### src/sv/wmc_pkg.sv
// Shared types, constants and helpers for the wiper motor controller.
`timescale 1ns / 1ps

package wmc_pkg;

    // Width of the free-running millisecond time base
    localparam int TIME_BITS   = 32;
    localparam int INTER_COUNT = 6;
    localparam int DELAY_BITS  = 16;
    localparam int CFG_IDX_BITS = 3;
    localparam int CFG_DATA_BITS = 16;

    typedef logic [TIME_BITS-1:0]  wmc_time_t;
    typedef logic [DELAY_BITS-1:0] delay_t;

    // Settle delays after motor start
    localparam wmc_time_t INTER_SETTLE = TIME_BITS'(1000);
    localparam wmc_time_t WASH_SETTLE  = TIME_BITS'(100);

    // Configuration register indexes
    localparam logic [CFG_IDX_BITS-1:0] REG_CONTROL    = 3'd0;
    localparam logic [CFG_IDX_BITS-1:0] REG_WASH_WIPES = 3'd1;
    localparam logic [CFG_IDX_BITS-1:0] REG_INTER_1    = 3'd2;

    // Speed request codes
    localparam logic [3:0] REQ_PARK        = 4'd0;
    localparam logic [3:0] REQ_SLOW        = 4'd1;
    localparam logic [3:0] REQ_FAST        = 4'd2;
    localparam logic [3:0] REQ_INTER_FIRST = 4'd3;
    localparam logic [3:0] REQ_INTER_LAST  = 4'd8;

    localparam logic [7:0] WIPES_MAX = 8'd255;

    // Wiper state machine, one-hot
    typedef enum logic [7:0] {
        ST_PARKED  = 8'b0000_0001,
        ST_PARKING = 8'b0000_0010,
        ST_SLOW    = 8'b0000_0100,
        ST_FAST    = 8'b0000_1000,
        ST_ION     = 8'b0001_0000,
        ST_PAUSE   = 8'b0010_0000,
        ST_WASH    = 8'b0100_0000,
        ST_SWIPE   = 8'b1000_0000
    } wiper_state_t;

    // Motor drive level
    typedef enum logic [1:0] {
        MOT_OFF  = 2'd0,
        MOT_SLOW = 2'd1,
        MOT_FAST = 2'd2
    } motor_speed_t;

    // Configuration registers as seen by the core
    typedef struct packed {
        logic                             enable;
        logic                             park_level;
        logic [7:0]                       wash_cycles;
        logic [INTER_COUNT-1:0][DELAY_BITS-1:0] inter_delay;
    } wmc_cfg_t;

    // One input tick
    typedef struct packed {
        logic       park_raw;
        logic       wash_in;
        logic       swipe_in;
        logic       request_valid;
        logic [3:0] request_speed;
    } wmc_item_t;

    // One result
    typedef struct packed {
        logic       slow_relay;
        logic       fast_relay;
        logic       parked_flag;
        logic       inter_flag;
        logic       wash_flag;
        logic       swipe_flag;
        logic [2:0] wiper_state;
    } wmc_result_t;

    // State number reported on the status output
    function automatic logic [2:0] state_code(input wiper_state_t st);
        logic [2:0] code;
        case (st)
            ST_PARKED:  code = 3'd0;
            ST_PARKING: code = 3'd1;
            ST_SLOW:    code = 3'd2;
            ST_FAST:    code = 3'd3;
            ST_ION:     code = 3'd4;
            ST_PAUSE:   code = 3'd5;
            ST_WASH:    code = 3'd6;
            ST_SWIPE:   code = 3'd7;
            default:    code = 3'd0;
        endcase
        return code;
    endfunction

endpackage

### src/sv/wiper_motor_controller_unit.sv
// Top level of the wiper motor controller: stream ports, input and result registers.
`timescale 1ns / 1ps

// Wiper motor controller. Each request on the s_ stream is one 1 ms tick carrying the park
// switch, the wash and swipe switches and an optional speed request; each tick yields exactly
// one result on the m_ stream with the relay drives, status flags and the state number. A tick
// passes through the input register and then the result register, and the block sustains one
// tick per cycle while m_tready holds: the state machine update is a single pass of logic whose
// longest path is the 32-bit elapsed-time subtract and compare. Configuration writes are taken
// at any time (cfg_ready is always high) but should only be issued while no tick is in flight.

module wiper_motor_controller_unit
    import wmc_pkg::*;
(
    input  logic                     aclk,
    input  logic                     aresetn,
    // [0] park_raw, [1] wash_in, [2] swipe_in, [3] request_valid, [7:4] request_speed
    input  logic [7:0]               s_tdata,
    input  logic                     s_tvalid,
    output logic                     s_tready,
    // [0] slow_relay, [1] fast_relay, [2] parked_flag, [3] inter_flag, [4] wash_flag,
    // [5] swipe_flag, [8:6] wiper_state, [15:9] zero
    output logic [15:0]              m_tdata,
    output logic                     m_tvalid,
    input  logic                     m_tready,
    input  logic                     cfg_valid,
    output logic                     cfg_ready,
    input  logic [CFG_IDX_BITS-1:0]  cfg_index,
    input  logic [CFG_DATA_BITS-1:0] cfg_data
);

    wmc_cfg_t    cfg;
    wmc_item_t   item_reg;
    logic        in_valid_reg;
    wmc_result_t core_result;
    wmc_result_t out_reg;
    logic        out_valid_reg;
    logic        advance;

    // Tick moves from input register to result register when the result slot is free or being read out
    assign advance  = in_valid_reg && (!out_valid_reg || m_tready);
    assign s_tready = !in_valid_reg || advance;

    wmc_cfg u_cfg (
        .aclk      (aclk),
        .aresetn   (aresetn),
        .cfg_valid (cfg_valid),
        .cfg_ready (cfg_ready),
        .cfg_index (cfg_index),
        .cfg_data  (cfg_data),
        .cfg       (cfg)
    );

    wmc_core u_core (
        .aclk    (aclk),
        .aresetn (aresetn),
        .advance (advance),
        .item    (item_reg),
        .cfg     (cfg),
        .result  (core_result)
    );

    // Input register
    always_ff @(posedge aclk) begin
        if (!aresetn) begin
            in_valid_reg <= 1'b0;
        end else if (s_tready) begin
            in_valid_reg <= s_tvalid;
        end
    end

    always_ff @(posedge aclk) begin
        if (s_tvalid && s_tready) begin
            item_reg.park_raw      <= s_tdata[0];
            item_reg.wash_in       <= s_tdata[1];
            item_reg.swipe_in      <= s_tdata[2];
            item_reg.request_valid <= s_tdata[3];
            item_reg.request_speed <= s_tdata[7:4];
        end
    end

    // Result register
    always_ff @(posedge aclk) begin
        if (!aresetn) begin
            out_valid_reg <= 1'b0;
        end else if (advance) begin
            out_valid_reg <= 1'b1;
        end else if (m_tready) begin
            out_valid_reg <= 1'b0;
        end
    end

    always_ff @(posedge aclk) begin
        if (advance) begin
            out_reg <= core_result;
        end
    end

    assign m_tvalid = out_valid_reg;
    assign m_tdata  = {7'd0, out_reg.wiper_state, out_reg.swipe_flag, out_reg.wash_flag,
                       out_reg.inter_flag, out_reg.parked_flag, out_reg.fast_relay,
                       out_reg.slow_relay};

endmodule

### src/sv/wmc_cfg.sv
// Configuration register file of the wiper motor controller.
`timescale 1ns / 1ps

module wmc_cfg
    import wmc_pkg::*;
(
    input  logic                     aclk,
    input  logic                     aresetn,
    input  logic                     cfg_valid,
    output logic                     cfg_ready,
    input  logic [CFG_IDX_BITS-1:0]  cfg_index,
    input  logic [CFG_DATA_BITS-1:0] cfg_data,
    output wmc_cfg_t                 cfg
);

    logic [1:0]   control_reg;
    logic [7:0]   wash_cycles_reg;
    delay_t [INTER_COUNT-1:0] delay_reg;

    assign cfg_ready = 1'b1;

    // Register writes
    always_ff @(posedge aclk) begin
        if (!aresetn) begin
            control_reg     <= 2'd0;
            wash_cycles_reg <= 8'd3;
            for (int i = 0; i < INTER_COUNT; i++) begin
                delay_reg[i] <= DELAY_BITS'(1000 * (i + 1));
            end
        end else if (cfg_valid) begin
            if (cfg_index == REG_CONTROL) begin
                control_reg <= cfg_data[1:0];
            end else if (cfg_index == REG_WASH_WIPES) begin
                wash_cycles_reg <= cfg_data[7:0];
            end else begin
                for (int i = 0; i < INTER_COUNT; i++) begin
                    if (cfg_index == REG_INTER_1 + CFG_IDX_BITS'(i)) begin
                        delay_reg[i] <= cfg_data[DELAY_BITS-1:0];
                    end
                end
            end
        end
    end

    assign cfg.enable      = control_reg[0];
    assign cfg.park_level  = control_reg[1];
    assign cfg.wash_cycles = wash_cycles_reg;
    assign cfg.inter_delay = delay_reg;

endmodule

### src/sv/wmc_core.sv
// Wiper state machine: state registers and the per-tick update logic.
`timescale 1ns / 1ps

module wmc_core
    import wmc_pkg::*;
(
    input  logic        aclk,
    input  logic        aresetn,
    input  logic        advance,
    input  wmc_item_t   item,
    input  wmc_cfg_t    cfg,
    output wmc_result_t result
);

    wiper_state_t state_reg, state_next;
    wiper_state_t saved_reg, saved_next;
    motor_speed_t speed_reg, speed_next;
    logic [3:0]   sel_reg, sel_next;
    delay_t       pause_len_reg, pause_len_next;
    wmc_time_t    tick_reg, tick_next;
    wmc_time_t    motor_start_reg, motor_start_next;
    wmc_time_t    pause_start_reg, pause_start_next;
    logic [7:0]   wipes_reg, wipes_next;
    logic         park_prev_reg, park_prev_next;
    logic [3:0]   flags_reg, flags_next;

    wiper_state_t st;
    logic         park;
    logic         drive_en;
    motor_speed_t drive_spd;
    wmc_time_t    el_motor;
    wmc_time_t    el_pause;
    logic [2:0]   delay_idx;

    assign park      = (item.park_raw == cfg.park_level);
    assign delay_idx = 3'(sel_reg - REQ_INTER_FIRST);

    // Next-state logic for one tick
    always_comb begin
        tick_next        = tick_reg + TIME_BITS'(1);
        saved_next       = saved_reg;
        sel_next         = sel_reg;
        pause_len_next   = pause_len_reg;
        motor_start_next = motor_start_reg;
        pause_start_next = pause_start_reg;
        wipes_next       = wipes_reg;
        park_prev_next   = park_prev_reg;
        flags_next       = flags_reg;
        speed_next       = speed_reg;
        st               = state_reg;
        drive_en         = 1'b0;
        drive_spd        = MOT_OFF;
        el_motor         = '0;
        el_pause         = '0;

        if (!cfg.enable) begin
            speed_next = MOT_OFF;
        end else begin
            if (sel_reg >= REQ_INTER_FIRST && sel_reg <= REQ_INTER_LAST) begin
                pause_len_next = cfg.inter_delay[delay_idx];
            end
            if (item.wash_in && st != ST_WASH) begin
                saved_next = st;
                st         = ST_WASH;
            end
            if (item.swipe_in && st == ST_PARKED) begin
                st = ST_SWIPE;
            end

            // Motor drive chosen by the state
            case (st)
                ST_PARKED: begin
                    drive_en = 1'b1;
                end
                ST_PARKING: begin
                    drive_en = park;
                end
                ST_SLOW: begin
                    drive_en  = 1'b1;
                    drive_spd = MOT_SLOW;
                end
                ST_FAST: begin
                    drive_en  = 1'b1;
                    drive_spd = MOT_FAST;
                end
                ST_ION: begin
                    drive_en  = 1'b1;
                    drive_spd = MOT_SLOW;
                end
                ST_PAUSE: begin
                    drive_en = 1'b1;
                end
                ST_WASH: begin
                    drive_en  = 1'b1;
                    drive_spd = (saved_next == ST_FAST) ? MOT_FAST : MOT_SLOW;
                end
                default: begin
                    drive_en  = 1'b1;
                    drive_spd = MOT_FAST;
                end
            endcase

            // Motor start time stamps a change to a running speed
            if (drive_en) begin
                if (drive_spd != speed_reg && drive_spd != MOT_OFF) begin
                    motor_start_next = tick_next;
                end
                speed_next = drive_spd;
            end

            el_motor = tick_next - motor_start_next;
            el_pause = tick_next - pause_start_reg;

            // State transitions
            case (st)
                ST_PARKED: begin
                end
                ST_PARKING: begin
                    if (park) begin
                        st       = ST_PARKED;
                        sel_next = REQ_PARK;
                    end
                end
                ST_SLOW: begin
                end
                ST_FAST: begin
                end
                ST_ION: begin
                    if (el_motor > INTER_SETTLE && park) begin
                        pause_start_next = tick_next;
                        st               = ST_PAUSE;
                    end
                end
                ST_PAUSE: begin
                    if (el_pause > TIME_BITS'(pause_len_next)) begin
                        st = ST_ION;
                    end
                end
                ST_WASH: begin
                    if (item.wash_in) begin
                        wipes_next     = 8'd0;
                        park_prev_next = park;
                    end else if (el_motor > WASH_SETTLE) begin
                        if (park && !park_prev_reg && wipes_reg < WIPES_MAX) begin
                            wipes_next = wipes_reg + 8'd1;
                        end
                        if (wipes_next >= cfg.wash_cycles) begin
                            if (saved_next == ST_PARKED) begin
                                st = ST_PARKING;
                            end else if (saved_next == ST_PAUSE) begin
                                st = ST_ION;
                            end else begin
                                st = saved_next;
                            end
                        end
                        park_prev_next = park;
                    end
                end
                default: begin
                    if (el_motor > WASH_SETTLE && park) begin
                        st = ST_PARKING;
                    end
                end
            endcase

            // Speed request from the mode logic, not during wash or swipe
            if (item.request_valid && st != ST_WASH && st != ST_SWIPE) begin
                if (item.request_speed == REQ_PARK) begin
                    sel_next = REQ_PARK;
                    if (st != ST_PARKED) begin
                        st = ST_PARKING;
                    end
                end else if (item.request_speed == REQ_SLOW) begin
                    sel_next = REQ_SLOW;
                    st       = ST_SLOW;
                end else if (item.request_speed == REQ_FAST) begin
                    sel_next = REQ_FAST;
                    st       = ST_FAST;
                end else if (item.request_speed <= REQ_INTER_LAST) begin
                    sel_next = item.request_speed;
                    if (st != ST_ION && st != ST_PAUSE) begin
                        st = ST_ION;
                    end
                end
            end

            flags_next = {st == ST_SWIPE, st == ST_WASH,
                          st == ST_ION || st == ST_PAUSE, st == ST_PARKED};
        end

        state_next = st;
    end

    // Result for this tick
    assign result.slow_relay  = (speed_next != MOT_OFF);
    assign result.fast_relay  = (speed_next == MOT_FAST);
    assign result.parked_flag = flags_next[0];
    assign result.inter_flag  = flags_next[1];
    assign result.wash_flag   = flags_next[2];
    assign result.swipe_flag  = flags_next[3];
    assign result.wiper_state = state_code(state_next);

    // State registers, updated once per accepted tick
    always_ff @(posedge aclk) begin
        if (!aresetn) begin
            state_reg       <= ST_PARKED;
            saved_reg       <= ST_PARKED;
            speed_reg       <= MOT_OFF;
            sel_reg         <= REQ_PARK;
            pause_len_reg   <= '0;
            tick_reg        <= '0;
            motor_start_reg <= '0;
            pause_start_reg <= '0;
            wipes_reg       <= 8'd0;
            park_prev_reg   <= 1'b0;
            flags_reg       <= 4'd0;
        end else if (advance) begin
            state_reg       <= state_next;
            saved_reg       <= saved_next;
            speed_reg       <= speed_next;
            sel_reg         <= sel_next;
            pause_len_reg   <= pause_len_next;
            tick_reg        <= tick_next;
            motor_start_reg <= motor_start_next;
            pause_start_reg <= pause_start_next;
            wipes_reg       <= wipes_next;
            park_prev_reg   <= park_prev_next;
            flags_reg       <= flags_next;
        end
    end

endmodule
### config.mk
export PLATFORM = sky130hd
export DESIGN_NAME = wiper_motor_controller_unit
export DESIGN_NICKNAME = d
export VERILOG_FILES = /design/src/sv/wmc_pkg.sv /design/src/sv/wiper_motor_controller_unit.sv /design/src/sv/wmc_cfg.sv /design/src/sv/wmc_core.sv
export SDC_FILE = /design/constraint.sdc
export NUM_CORES = 1
export LEC_CHECK = 0
export ABC_AREA = 0
export BUFFER_PORTS_ARGS = -buffer_cell sky130_fd_sc_hd__buf_4
export CELL_PAD_IN_SITES_DETAIL_PLACEMENT = 0
export CELL_PAD_IN_SITES_GLOBAL_PLACEMENT = 1
export CORE_MARGIN = 10
export CORE_UTILIZATION = 44
export DETAILED_ROUTE_END_ITERATION = 8
export PLACE_DENSITY_LB_ADDON = 0.1
export SLEW_MARGIN = 20
export SYNTH_ARGS = -nofsm -noshare
export SYNTH_HDL_FRONTEND = slang
export SYNTH_HIERARCHICAL = 1
export SYNTH_SLANG_ARGS = --single-unit
### constraint.sdc
create_clock -name aclk -period 8 [get_ports aclk]
set_input_delay 1.6 -clock aclk [delete_from_list [all_inputs] [get_ports aclk]]
set_output_delay 1.6 -clock aclk [all_outputs]
set_load 0.02 [all_outputs]
==> flow_summary.ini <==
[place]
port_buffers = 42
finalWeightedCongestion = 0.913
dp_hpwl_um = 40200
placed_cells_incl_taps = 2901

[synth]
synth_area_leaders = dfxtp_1, mux2i_1, ha_1, nand2_1, nor2b_1
fraction_of_synthesized_area_in_multiplexers_pct = 12.2
synthSimpleGateAreaFrac_pct = 23.7
synth.yosys.warnings = 6
synth.ff_latch_count = 272
syn-cell-area_um2 = 19200
synth_top_family_by_area = simple AND/OR/NAND/NOR gates
seq_area_frac_synth_pct = 29.3
synthesis.instances = 2254
average_footprint_of_a_synthesized_cell_um2 = 8.50
count_of_flip_flops_with_a_built_in_enable_after_synthesis = 17
synth-main-ff-cell = dfxtp_1
synthDominantCellAreaShare_pct = 26.6
yosys.area_share.xor_xnor_pct = 5.45
unique_cell_type_count_in_the_yosys_netlist = 127
compound_gate_portion_of_the_synthesized_area_pct = 18.5
ys_async_sr_fraction_pct = 0
yosysTopAreaCell = dfxtp_1
synthAdderAreaFrac_pct = 5.94

[clocking]
cts.sinks = 272
cts_made_buffers = 34
clock_path_buffers = 3
insertion_delay_ps = 560
clkTransAtPathRegs_ps = 60
htree_levels = 2
cts_root_buffer = clkbuf_16
cts_hold_buffers = 0
cts_tree = built

[power_and_ir_drop]
power_density_nw_per_um2 = 156
p_leak_uw = 0.00954
vdd_drop_max_v = 0.000164

[layout]
layout.cells.most_common_list = nand2_1, dfxtp_1, mux2i_1
post_route_insts_no_fill = 2966
seq_area_um2 = 5620
synthToLayoutAreaGrowth_pct = 15.1
final_layout_size_suffix_gt1_share_pct = 14.9
multi_input_comb_area_um2 = 12800
nets = 2478
layout_commonest_cell = nand2_1
flip_flop_count_of_the_largest_register_after_layout = 96
fillerInstances = 4096

[critical_path]
crit_slowest_cell = dfxtp_1
end_kind = register
timing_worst_setup_path_type = register to register
cp_data_required_time_ps = 8360
worst_path_largest_cell_delay_ps = 400
timing.critical_path.arrival_ps = 7890
ff2ff_setup_slack_ps = 470
maximum_net_fanout_on_the_critical_path = 8
timing.critical_path.mode_cell = and3_1
startpoint_type_of_the_worst_setup_path = register

[routing]
viasPerCell = 5.58
vias = 16536
routed_wirelength_um = 54800
ant_nets = 0
drt_first_iter_violations = 1156
detail_route.drc_violations = 0
drtPass1Iterations = 5
wire_per_inst_um = 18.5

[job]
timing.max_cap.violations = 0

[global_routing]
grt_usage_pct = 20.3
global_route.overflow_total = 0
pin_count_of_the_biggest_net_entering_global_routing = 146
grt_antenna_before_repair = 1
grt_pass1_vias = 15994
grt_first_pass_wirelength_um = 87600

[sta]
timing_worst_slew_pin_value_ps = 956
final-max-slew-violation-count = 0
period_share_pct = 94.2
max_freq_mhz = 133
hold_ws_ps = 454
grt_setup_unrepaired = yes
relSlewSlack_pct = 36.2
finalWorstPathRequiredPeriod_ps = 7530
report.final.hold_viol_count = 0
report.final.setup_viol = 0
clock_skew_ps = 17.1

[floorplanning]
floorplan.initialDensity_pct = 44.5
ios = 51
die_w_um = 229
std_cell_rows = 76
die_h_um = 229
core_um2 = 43100
design.die.area_um2 = 52300

[hold_path]
hold_path_class = register to register

[outcome]
outcome = complete, no violations
[cell usage after synthesis, types with 6 or more instances]
master,count
nor4b_1,7
and4_1,9
nand3_1,42
xor2_1,32
dfxtp_1,255
edfxtp_1,17
nor3b_1,10
o2111ai_1,6
nand2_1,273
and3_1,17
o211ai_1,14
ha_1,87
nand4_1,30
o31ai_1,8
xnor2_1,74
o21ai_0,133
a21o_1,42
o311ai_0,16
nand2b_1,17
clkbuf_1,81
a21boi_0,19
buf_4,13
nor3_1,39
o211a_1,16
buf_6,9
and2_1,93
a21oi_1,95
o21bai_1,10
a22oi_1,10
o21ai_1,6
nor2_1,108
nor4_1,20
mux4_2,16
nor2b_1,111
a31oi_1,15
or3_1,18
mux2i_1,191
o21a_1,21
buf_1,13
buf_2,12
inv_1,82
a211oi_1,19
[through the flow]
stage | area (um2) | total power, uW | util [%] | setup TNS [ps] | setup WS [ps]
CTS | 21800 | 3480 | 50.7 | 0 | 112
global route | 22100 | 3590 | 51.2 | -77.9 | -29.8
floorplan | 19200 | 1760 | - | 0 | 119
detailed placement | 20700 | 1930 | 48.1 | 0 | 149
finish | 22100 | 3450 | 51.2 | 0 | 467
global placement | 20700 | 1920 | 48.1 | 0 | 125
[critical path: cells and delay by family (launching register included)]
kind            cells  cell delay, ps
xor+xnor            2             410
simple gates       16            3500
mux                 2             340
flops               1             400
compound gates      9            1910
buf+inv             3             400
fa+ha+maj           1             380
[routing by layer]
metal	part of all wire (%)	vias to the layer above	global-route usage, %
li1	-	8294	-
met1	49	7864	28.2
met2	45	295	32.0
met3	3.8	83	2.90
met4	2.7	0	6.04
met5	0	-	0
[power breakdown]
| part | leakage, uW | internal [uW] | total (uW) | switching (uW) |
|---|---|---|---|---|
| Clock | 0.000532 | 897 | 1530 | 636 |
| Sequential | 0.00223 | 1390 | 1400 | 13.1 |
| Combinational | 0.00678 | 221 | 513 | 292 |
[area by class of cell]
type,count,area share (%)
multi-input cells,1776,58.2
well taps,585,3.32
clock inverters,10,0.647
repair buffers,191,6.63
inverters,82,1.40
clock buffers,49,4.29
diodes,1,0.0113
flip-flops and latches,272,25.5
[repair_timing]
item                       4_1_cts  5_1_grt
setup buffers                    0        5
setup endpoints to repair        0       18
resized for setup                0       37
[cell families (layout without fill, tap and decap cells)]
kind of cell               Yosys count  count (layout)
buffers and inverters              212             332
muxes                              212             212
xor gates and xnor gates           111             111
AOI/OAI and AO/OA                  511             511
adders and majority gates           90              90
and+or+nand+nor                    844             844
other                                2               9
DFF                                272             272
[path summary, 6_finish.rpt]
| check | start | end | depth (start not counted) |
|---|---|---|---|
| hold reg to reg | u_cfg/cfg[45] | u_cfg/cfg[45] | 2 |
| setup / recovery | u_core/tick_reg[5] | m_tdata[5] | 33 |
| setup reg to reg | u_core/tick_reg[5] | m_tdata[5] | 33 |
| hold / removal | u_cfg/cfg[45] | u_cfg/cfg[45] | 2 |
(Power assumes the default switching activity.)
